### src/hw/rtl/parallel_port_interface_core_macros.svh
// Assertion macros for the parallel port interface core.
// Included by modules that carry concurrent checks; no other dependencies.
`ifndef PARALLEL_PORT_INTERFACE_CORE_MACROS_SVH
`define PARALLEL_PORT_INTERFACE_CORE_MACROS_SVH

`ifndef SYNTHESIS

// Check a property on the rising clock edge, masked while reset is high.
`define PPI_ASSERT(label, clk, rst, prop, msg) \
   label: assert property (@(posedge clk) disable iff (rst) prop) else $error(msg);

// Check a property on the rising clock edge, active during reset as well.
`define PPI_ASSERT_ALWAYS(label, clk, prop, msg) \
   label: assert property (@(posedge clk) prop) else $error(msg);

`else

`define PPI_ASSERT(label, clk, rst, prop, msg)
`define PPI_ASSERT_ALWAYS(label, clk, prop, msg)

`endif

`endif

### src/hw/rtl/ppi_pkg.sv
// Shared types and constants for the parallel port interface core.
// No dependencies; used by ppi_exec and parallel_port_interface_core.
package ppi_pkg;

   // Access kind.
   localparam logic KIND_READ  = 1'b0;
   localparam logic KIND_WRITE = 1'b1;

   // Port selection codes.
   typedef enum logic [1:0] {
      PORT_A    = 2'd0,
      PORT_B    = 2'd1,
      PORT_C    = 2'd2,
      PORT_CTRL = 2'd3
   } port_sel_type;

   // Control word fields.
   localparam logic [7:0] CW_RESET   = 8'h9b;
   localparam logic [7:0] CW_AMODE   = 8'h60;
   localparam logic [7:0] CW_A_IN    = 8'h10;
   localparam logic [7:0] CW_CHI_IN  = 8'h08;
   localparam logic [7:0] CW_BMODE   = 8'h04;
   localparam logic [7:0] CW_B_IN    = 8'h02;
   localparam logic [7:0] CW_CLO_IN  = 8'h01;
   localparam logic [7:0] CW_MODESET = 8'h80;
   localparam logic [7:0] BSR_BITSEL = 8'h07;
   localparam logic [7:0] READ_ONES  = 8'hff;

   typedef struct packed {
      logic         kind;
      port_sel_type port_index;
      logic [7:0]   write_data;
      logic [7:0]   pins_a;
      logic [7:0]   pins_b;
      logic [3:0]   pins_c_low;
      logic [3:0]   pins_c_high;
   } req_type;

   typedef struct packed {
      logic [7:0] read_data;
      logic [7:0] drive_a;
      logic       strobe_a;
      logic [7:0] drive_b;
      logic       strobe_b;
      logic [3:0] drive_c_low;
      logic       strobe_c_low;
      logic [3:0] drive_c_high;
      logic       strobe_c_high;
   } rsp_type;

   typedef struct packed {
      logic [7:0] latch_a;
      logic [7:0] latch_b;
      logic [7:0] latch_c;
      logic [7:0] ctrl;
   } regs_type;

endpackage

### src/hw/rtl/ppi_exec.sv
// Combinational access logic: read mux, port drive and next register state.
// Depends on ppi_pkg.
module ppi_exec (
   input  ppi_pkg::req_type  req,
   input  ppi_pkg::regs_type cur,
   output ppi_pkg::rsp_type  rsp,
   output ppi_pkg::regs_type nxt
);

   logic       is_write;
   logic       modeset;
   logic [7:0] ctrl_eff;
   logic [7:0] bsr_mask;
   logic [7:0] bsr_value;
   logic [7:0] rd_value;
   logic       sel_a;
   logic       sel_b;
   logic       sel_c;
   logic [2:0] bsr_bit;

   assign is_write = (req.kind == ppi_pkg::KIND_WRITE);
   assign modeset  = is_write && (req.port_index == ppi_pkg::PORT_CTRL)
                     && ((req.write_data & ppi_pkg::CW_MODESET) != 8'h00);
   assign ctrl_eff = modeset ? req.write_data : cur.ctrl;

   // Bit set/reset of one port C bit.
   assign bsr_bit   = 3'((req.write_data >> 1) & ppi_pkg::BSR_BITSEL);
   assign bsr_mask  = 8'(8'h01 << bsr_bit);
   assign bsr_value = req.write_data[0] ? (cur.latch_c | bsr_mask)
                                        : (cur.latch_c & ~bsr_mask);

   // Read mux.
   always_comb begin
      rd_value = cur.ctrl;
      unique case (req.port_index)
         ppi_pkg::PORT_A: begin
            if ((cur.ctrl & ppi_pkg::CW_AMODE) != 8'h00) begin
               rd_value = ppi_pkg::READ_ONES;
            end else if ((cur.ctrl & ppi_pkg::CW_A_IN) != 8'h00) begin
               rd_value = req.pins_a;
            end else begin
               rd_value = cur.latch_a;
            end
         end
         ppi_pkg::PORT_B: begin
            if ((cur.ctrl & ppi_pkg::CW_BMODE) != 8'h00) begin
               rd_value = ppi_pkg::READ_ONES;
            end else if ((cur.ctrl & ppi_pkg::CW_B_IN) != 8'h00) begin
               rd_value = req.pins_b;
            end else begin
               rd_value = cur.latch_b;
            end
         end
         ppi_pkg::PORT_C: begin
            rd_value[3:0] = ((cur.ctrl & ppi_pkg::CW_CLO_IN) != 8'h00)
                            ? req.pins_c_low : cur.latch_c[3:0];
            rd_value[7:4] = ((cur.ctrl & ppi_pkg::CW_CHI_IN) != 8'h00)
                            ? req.pins_c_high : cur.latch_c[7:4];
         end
         ppi_pkg::PORT_CTRL: begin
            rd_value = cur.ctrl;
         end
         default: begin
            rd_value = cur.ctrl;
         end
      endcase
   end

   // Next register state and which ports get driven.
   always_comb begin
      nxt   = cur;
      sel_a = 1'b0;
      sel_b = 1'b0;
      sel_c = 1'b0;
      if (is_write) begin
         unique case (req.port_index)
            ppi_pkg::PORT_A: begin
               nxt.latch_a = req.write_data;
               sel_a       = 1'b1;
            end
            ppi_pkg::PORT_B: begin
               nxt.latch_b = req.write_data;
               sel_b       = 1'b1;
            end
            ppi_pkg::PORT_C: begin
               nxt.latch_c = req.write_data;
               sel_c       = 1'b1;
            end
            ppi_pkg::PORT_CTRL: begin
               if (modeset) begin
                  nxt.ctrl = req.write_data;
                  sel_a    = 1'b1;
                  sel_b    = 1'b1;
                  sel_c    = 1'b1;
               end else begin
                  nxt.latch_c = bsr_value;
                  sel_c       = 1'b1;
               end
            end
            default: begin
               nxt = cur;
            end
         endcase
      end
   end

   // Drive outputs use the direction bits in force after this access.
   always_comb begin
      rsp               = '0;
      rsp.read_data     = is_write ? 8'h00 : rd_value;
      rsp.strobe_a      = sel_a && ((ctrl_eff & ppi_pkg::CW_A_IN) == 8'h00);
      rsp.strobe_b      = sel_b && ((ctrl_eff & ppi_pkg::CW_B_IN) == 8'h00);
      rsp.strobe_c_low  = sel_c && ((ctrl_eff & ppi_pkg::CW_CLO_IN) == 8'h00);
      rsp.strobe_c_high = sel_c && ((ctrl_eff & ppi_pkg::CW_CHI_IN) == 8'h00);
      rsp.drive_a       = rsp.strobe_a ? nxt.latch_a : 8'h00;
      rsp.drive_b       = rsp.strobe_b ? nxt.latch_b : 8'h00;
      rsp.drive_c_low   = rsp.strobe_c_low ? nxt.latch_c[3:0] : 4'h0;
      rsp.drive_c_high  = rsp.strobe_c_high ? nxt.latch_c[7:4] : 4'h0;
   end

endmodule

### src/hw/rtl/parallel_port_interface_core.sv
// Three-port parallel interface core (basic I/O and handshake-mode reads), bus side.
// An accepted word sits in the input register, then its result goes to the result register.
// Throughput: one word per cycle while the consumer does not stall the result register.
// Reset (synchronous, active high): latches clear to 0, control word loads 0x9b (all input),
// both pipeline registers empty. Depends on ppi_pkg, ppi_exec and the macros header.
`include "parallel_port_interface_core_macros.svh"

module parallel_port_interface_core (
   input  logic       clock,
   input  logic       reset,
   // Request channel
   input  logic       req_valid,
   output logic       req_stall,
   input  logic       req_kind,
   input  logic [1:0] req_port_index,
   input  logic [7:0] req_write_data,
   input  logic [7:0] req_pins_a,
   input  logic [7:0] req_pins_b,
   input  logic [3:0] req_pins_c_low,
   input  logic [3:0] req_pins_c_high,
   // Response channel
   output logic       rsp_valid,
   input  logic       rsp_stall,
   output logic [7:0] rsp_read_data,
   output logic [7:0] rsp_drive_a,
   output logic       rsp_strobe_a,
   output logic [7:0] rsp_drive_b,
   output logic       rsp_strobe_b,
   output logic [3:0] rsp_drive_c_low,
   output logic       rsp_strobe_c_low,
   output logic [3:0] rsp_drive_c_high,
   output logic       rsp_strobe_c_high
);

   // Input register: holds one accepted word until it can move on.
   logic              in_valid_ff;
   logic              in_valid_in;
   ppi_pkg::req_type  in_word_ff;
   ppi_pkg::req_type  in_word_in;

   // Result register: holds one finished word until the consumer takes it.
   logic              out_valid_ff;
   logic              out_valid_in;
   ppi_pkg::rsp_type  out_word_ff;
   ppi_pkg::rsp_type  out_word_in;

   // Architectural state: three port latches and the control word.
   ppi_pkg::regs_type regs_ff;
   ppi_pkg::regs_type regs_in;

   ppi_pkg::rsp_type  exec_rsp;
   ppi_pkg::regs_type exec_regs;

   logic              advance;
   logic              req_take;

   // Advance the input word into the result register when that register is
   // empty or is being drained this cycle. State commits only on advance, so
   // accesses act on the latches strictly in acceptance order.
   assign advance   = in_valid_ff && (!out_valid_ff || !rsp_stall);
   // Stall the requester only while a word is stuck in the input register.
   assign req_stall = in_valid_ff && !advance;
   assign req_take  = req_valid && !req_stall;

   ppi_exec u_exec (
      .req (in_word_ff),
      .cur (regs_ff),
      .rsp (exec_rsp),
      .nxt (exec_regs)
   );

   always_comb begin
      in_valid_in  = in_valid_ff;
      in_word_in   = in_word_ff;
      out_valid_in = out_valid_ff;
      out_word_in  = out_word_ff;
      regs_in      = regs_ff;

      // Drop the result once the consumer has taken it.
      if (out_valid_ff && !rsp_stall) begin
         out_valid_in = 1'b0;
      end
      // Drop the input word when it moves on.
      if (advance) begin
         in_valid_in  = 1'b0;
         out_valid_in = 1'b1;
         out_word_in  = exec_rsp;
         regs_in      = exec_regs;
      end
      // Capture a new word; the input register is free whenever req_stall is low.
      if (req_take) begin
         in_valid_in = 1'b1;
         in_word_in  = '{kind:        req_kind,
                         port_index:  ppi_pkg::port_sel_type'(req_port_index),
                         write_data:  req_write_data,
                         pins_a:      req_pins_a,
                         pins_b:      req_pins_b,
                         pins_c_low:  req_pins_c_low,
                         pins_c_high: req_pins_c_high};
      end
   end

   always_ff @(posedge clock) begin
      if (reset) begin
         in_valid_ff     <= 1'b0;
         out_valid_ff    <= 1'b0;
         regs_ff.latch_a <= 8'h00;
         regs_ff.latch_b <= 8'h00;
         regs_ff.latch_c <= 8'h00;
         regs_ff.ctrl    <= ppi_pkg::CW_RESET;
      end else begin
         in_valid_ff  <= in_valid_in;
         out_valid_ff <= out_valid_in;
         regs_ff      <= regs_in;
      end
   end

   // Payload registers need no reset.
   always_ff @(posedge clock) begin
      in_word_ff  <= in_word_in;
      out_word_ff <= out_word_in;
   end

   assign rsp_valid         = out_valid_ff;
   assign rsp_read_data     = out_word_ff.read_data;
   assign rsp_drive_a       = out_word_ff.drive_a;
   assign rsp_strobe_a      = out_word_ff.strobe_a;
   assign rsp_drive_b       = out_word_ff.drive_b;
   assign rsp_strobe_b      = out_word_ff.strobe_b;
   assign rsp_drive_c_low   = out_word_ff.drive_c_low;
   assign rsp_strobe_c_low  = out_word_ff.strobe_c_low;
   assign rsp_drive_c_high  = out_word_ff.drive_c_high;
   assign rsp_strobe_c_high = out_word_ff.strobe_c_high;

   // Reset empties the pipeline and loads the default control word.
   `PPI_ASSERT_ALWAYS(a_reset_state, clock,
      reset |=> (!out_valid_ff && !in_valid_ff && regs_ff.ctrl == ppi_pkg::CW_RESET),
      "reset did not restore pipeline and control word")

   // A read never drives any port.
   `PPI_ASSERT(a_read_no_drive, clock, reset,
      (advance && in_word_ff.kind == ppi_pkg::KIND_READ) |=>
         (!rsp_strobe_a && !rsp_strobe_b && !rsp_strobe_c_low && !rsp_strobe_c_high),
      "read access drove a port")

   // State holds while the word in the input register is blocked.
   `PPI_ASSERT(a_state_hold, clock, reset,
      (in_valid_ff && out_valid_ff && rsp_stall) |=> $stable(regs_ff),
      "register state changed while access was blocked")

   // A mode-set write loads the control word.
   `PPI_ASSERT(a_mode_set, clock, reset,
      (advance && in_word_ff.kind == ppi_pkg::KIND_WRITE
         && in_word_ff.port_index == ppi_pkg::PORT_CTRL && in_word_ff.write_data[7])
         |=> (regs_ff.ctrl == $past(in_word_ff.write_data)),
      "mode set did not load control word")

endmodule

### config.mk
export PLATFORM = sky130hd
export DESIGN_NAME = parallel_port_interface_core
export DESIGN_NICKNAME = d
export VERILOG_FILES = /design/src/hw/rtl/ppi_pkg.sv /design/src/hw/rtl/ppi_exec.sv /design/src/hw/rtl/parallel_port_interface_core.sv
export VERILOG_INCLUDE_DIRS = /design/src /design/src/hw/rtl
export SDC_FILE = /design/constraint.sdc
export NUM_CORES = 1
export LEC_CHECK = 0
export BUFFER_PORTS_ARGS = -buffer_cell sky130_fd_sc_hd__buf_2
export CORE_ASPECT_RATIO = 0.5
export CORE_UTILIZATION = 56
export DETAILED_ROUTE_END_ITERATION = 8
export PLACE_DENSITY_LB_ADDON = 0.05
export SLEW_MARGIN = 20
export SYNTH_ARGS = -nofsm -noshare
export SYNTH_HDL_FRONTEND = slang
export SYNTH_SLANG_ARGS = --single-unit
### constraint.sdc
create_clock -name clock -period 3.47 [get_ports clock]
set_input_delay 0 -clock clock [delete_from_list [all_inputs] [get_ports clock]]
set_output_delay 0 -clock clock [all_outputs]
set_load 0.01 [all_outputs]
==> Yosys cells after proc, flatten, opt, wreduce, memory -nomap -nowiden <==
Cells that the tools add are included.
{ "word_totals": {"reg_bits": 105, "inputBits": 39, "out_inout_bits": 38, "elab_cells": 82} }
{ "classes": {"n_eq_ne": 3, "n_shift": 1, "muxes": 26, "bitwise_logic": 3, "n_reduce_logical": 26} }
{ "ops": {"columns": ["op", "count"], "rows": [
  ["$mux 8", 10],
  ["$logic_not 8->1", 4],
  ["$mux 32", 1],
  ["$pmux 8 s4", 1],
  ["$pmux 8 s2", 1],
  ["$logic_and 1x1->1", 10],
  ["$mux 1", 9],
  ["$and 8x8->8", 1],
  ["$mux 4", 2],
  ["$not 8->8", 1],
  ["$or 8x8->8", 1],
  ["$reduce_bool 8->1", 1],
  ["$shl 1x3->8 const A", 1],
  ["$eq 2x2->1 const B", 2],
  ["$logic_not 1->1", 4],
  ["$pmux 1 s2", 2],
  ["$reduce_and 4->1", 1],
  ["$reduce_bool 2->1", 2],
  ["$reduce_and 3->1", 1],
  ["$eq 2x1->1 const B", 1],
  ["$logic_not 2->1", 1],
  ["$reduce_or 2->1", 1],
  ["$logic_or 1x1->1", 1]
]} }

==> Depth between registers and ports, before layout <==
{ "logic_depth": {"ltp_word": 8, "mapped_depth": 7, "ltp_nobuf": 6} }

==> By module <==
A second synthesis with hierarchy kept.
{ "unflattened": {"cells_unflattened": 419, "hier_area_um2": 5188.7} }
{ "modules_own_cells": {"columns": ["module", "instances", "cells_each", "area_each_um2", "seq_area_each_um2"], "rows": [
  ["parallel_port_interface_core", 1, 220, 3649.8, 2812.7],
  ["ppi_exec", 1, 199, 1539.0, 0.0]
]} }

==> Worst setup path after synthesis <==
No wires, ideal clock.
{ "synth_timing": {"path_type": "register to register", "start": "register out_valid_ff (netlist: rsp_valid)", "end": "register in_word_ff[0] (netlist bit) (enable)", "setup_ns": 0.431, "arrival_ns": 2.154, "slack_ns": 0.885, "path_stages_with_launch": 3, "path_buffers": 0, "cell_sequence": "dfxtp_1 -> and3_1 -> nor2b_1"} }
{ "synth_via": {"elab_chain_len": 7} }
{ "synth_lines": {"columns": ["element", "line", "rtl"], "rows": [
  ["from (decl)", "parallel_port_interface_core.sv:42", "logic out_valid_ff;"],
  ["from (signal assigned)", "parallel_port_interface_core.sv:113", "out_valid_ff <= out_valid_in;"],
  ["$logic_not 1->1", "parallel_port_interface_core.sv:60", "assign advance = in_valid_ff && (!out_valid_ff || !rsp_stall);"],
  ["$logic_or 1x1->1", "parallel_port_interface_core.sv:60", null],
  ["$logic_and 1x1->1", "parallel_port_interface_core.sv:60", null],
  ["$logic_not 1->1", "parallel_port_interface_core.sv:62", "assign req_stall = in_valid_ff && !advance;"],
  ["$logic_and 1x1->1", "parallel_port_interface_core.sv:62", null],
  ["net req_stall", "parallel_port_interface_core.sv:13", "output logic req_stall,"],
  ["$logic_not 1->1", "parallel_port_interface_core.sv:63", "assign req_take = req_valid && !req_stall;"],
  ["$logic_and 1x1->1", "parallel_port_interface_core.sv:63", null],
  ["to (signal assigned)", "parallel_port_interface_core.sv:120", "in_word_ff <= in_word_in;"],
  ["to (decl)", "parallel_port_interface_core.sv:38", "ppi_pkg::req_type in_word_ff;"]
]} }
The timed path passes the listed nets, and every way through them passes these cells.
A chain may end at the register's enable or synchronous reset.

==> Final worst setup path <==
{ "layout_timing": {"start": "register in_word_ff[33] (netlist bit)", "end": "register regs_ff[0] (netlist bit)"} }
{ "layout_via": {"elab_chain_len": 4, "elab_cells_between_ends": 5, "cone_classes": "1 x eq/ne; 1 x mux; 3 x reduce/logical"} }
{ "layout_lines": {"columns": ["element", "line", "rtl"], "rows": [
  ["$eq 2x2->1 *", "ppi_exec.sv:22, ppi_exec.sv:76", null],
  ["$logic_and 1x1->1", "ppi_exec.sv:22", "assign modeset = is_write && (req.port_index == ppi_pkg::PORT_CTRL)"],
  ["$logic_and 1x1->1", "ppi_exec.sv:23", "&& ((req.write_data & ppi_pkg::CW_MODESET) != 8'h00);"],
  ["$mux 8", null, null],
  ["to (signal assigned)", "parallel_port_interface_core.sv:114", "regs_ff <= regs_in;"],
  ["to (decl)", "parallel_port_interface_core.sv:48", "ppi_pkg::regs_type regs_ff;"]
]} }
Every way passes the cells marked *; elsewhere a longest branch is shown, timed or not.

==> reports/summary.txt <==
most frequent cells in the layout -> buf_2, edfxtp_1, nand2_1
post-route ant nets -> 0
slowest CP cell -> nor2b_1
CTS tree -> yes
GPL Wtd Cong -> 0.896
clock transition at the registers of the reported paths -> 0.07 ns
Req. time, crit path -> 3.71 ns
cts hold-fix bufs -> 37
die area -> 8570 sq um
Worst Tran Pin Value -> 0.859 ns
Post-synth EDFFs -> 71
first-pass GRT wire length -> 17.6 mm
Seq/Total Area, Yosys -> 61.4%
setup bufs post-CTS -> 0
Die X -> 130 microns
Worst Path Arrival -> 2.73 ns
Leak -> 2.14 nW
FFs w/ async S/R, synth -> 0%
post-synthesis cell count -> 405
Power Dens Cells -> 475 nW/um^2
final setup TNS -> 0 ns
initial antenna violation count -> 0
Final Util -> 74.9%
Initial Utilization -> 60.1%
Peak VDD IR -> 0.303 mV
total gr overflow -> 0
H-tree levels -> 3
Crit path largest cell delay -> 0.77 ns
post-DP HPWL -> 7.35 mm
CP cell instances -> ha_1, nand3_1, nor2b_1, nor2b_1, a211o_1
DR WL/cell -> 18.6 microns
fin area -> 5710 sq um
Synthesized Nets -> 448
CP Launch Type -> register
total chip power -> 2.71 mW
Clock Path Buffers -> 2
total vias in the final route -> 3565
Ports -> 77
die height -> 66.0 microns
Num CTS Buffers -> 9
minimum clock period -> 2.49 ns
clk root buf -> clkbuf_16
commonest non-fill, non-tap cell in the layout -> buf_2
NumNets Final -> 548
gr usage total -> 28.4%
cell mode on critical path -> nor2b_1
number of distinct library cells after synthesis -> 42
Hold WS -> 0.166 ns
Slew Limit Fails -> 0
cell area after synthesis -> 4580 sq um
Slew HR -> 42.6%
crit share post-route -> 71.7%
CP Max Fanout -> 15
Crit. End Element -> register
Crit Path Class -> register to register
core area -> 7620 sq um
# diodes -> 0
fmax -> 402 MHz
Vias/cell -> 5.77
post-cts sizing count -> 0
Hold WC Path Type -> input pin to register
PortBufs -> 76
Std-Cell Rows -> 22
Post-DP Area -> 5020 sq um
final count of hold timing violations -> 0
share of cells above drive strength 1 -> 23.3%
initial DRC count -> 425
Synth Flop Type -> edfxtp_1
#FFs+latches synth -> 105
drt total wl -> 11.5 mm
P&R area growth vs syn -> 24.6%
max cap viols -> 0
clock latency on the worst-skew pair -> 0.35 ns
Ys Warns -> 0
Final Skew -> 0.00825 ns
outcome -> complete, no violations
Setup violations, final -> 0
Syn Area/Cell -> 11.3 sq um
Residual DRC -> 0
vias in the first global route -> 3466
clk sink count -> 105
RSZ-0062 raised after global routing -> no
largest net degree at the start of global routing -> 36
DRT Pass-1 Iters -> 5
-- kinds of logic (layout without fill, tap and decap cells) --
kind of cell	count (synthesis)	in the layout	share of synthesized area, %
and+or+nand+nor	139	139	14.1
DFF	105	105	61.4
AOI/OAI and AO/OA	90	90	13.0
buffers and inverters	36	141	3.22
muxes	31	31	7.24
adders and majority gates	4	4	1.09
-- cell type report --
type	instances	area, sq um
clock buffer	13	270
multi-input combinational	264	1630
tap	108	135
fill	516	1920
inverter	8	30.0
sequential	105	2810
clock inverter	3	47.5
timing repair buffer	117	781
-- power by group --
group	leakage [nW]	internal, mW	switching (mW)	total, mW
logic	1.02	0.102	0.120	0.222
clock network	0.156	0.621	0.433	1.05
registers	0.957	1.39	0.0444	1.43
-- worst max-delay path, delay by kind of cell, from the launching register on --
family | cells | cell delay (ns)
compound gates | 1 | 0.29
fa+ha+maj | 1 | 0.49
flops | 1 | 0.38
simple gates | 3 | 1.23
-- per-stage QoR --
| stage | setup WS (ns) | std cells |
|---|---|---|
| 3_5_place_dp | 1.04 | 565 |
| 6_report | 0.983 | 618 |
| 3_3_place_gp | 1.24 | 565 |
| 2_1_floorplan | 0.885 | 405 |
| 4_1_cts | 1.02 | 618 |
| 5_1_grt | 0.770 | 618 |
-- synth_stat cells (6+ instances only) --
cell	instances	area, sq um
clkbuf_1	17	63.8
mux2_2	17	191
a221oi_1	14	123
o21ai_0	6	30.0
edfxtp_1	71	2130
nand3_1	18	90.1
nor2_1	22	82.6
mux2i_1	14	140
nor2b_1	7	43.8
buf_2	10	50.1
inv_1	8	30.0
a21oi_1	42	210
nand2_1	69	259
a211oi_1	7	52.6
nor3_1	6	30.0
dfxtp_1	34	681
-- flip-flops by register name, summed over array words and instances (netlist names) --
name               flops
in_valid_ff            1
in_word_ff            35
regs_ff               32
rsp_drive_a            8
rsp_drive_b            8
rsp_drive_c_high       4
rsp_drive_c_low        4
rsp_read_data          8
rsp_strobe_a           1
rsp_strobe_b           1
rsp_strobe_c_high      1
rsp_strobe_c_low       1
rsp_valid              1
-- layer usage --
metal	part of all wire, %	vias up	wire, microns	global-route usage [%]
li1	-	1685	-	-
met1	45	1679	5140	39.2
met2	45	180	5180	44.3
met3	8.8	21	1010	6.80
met4	1.6	0	184	9.59
met5	0	-	0	0
-- final timing paths --
check / from / endpoint / slack (ns) / cells after the start
worst max register to register: in_word_ff[33] / regs_ff[0] / 0.98 / 5
worst min register to register: regs_ff[7] / regs_ff[7] / 0.46 / 1
worst min-delay path: reset / rsp_valid / 0.17 / 2
worst max-delay path: in_word_ff[33] / regs_ff[0] / 0.98 / 5
Note: power is estimated with default switching activity, not from simulation.
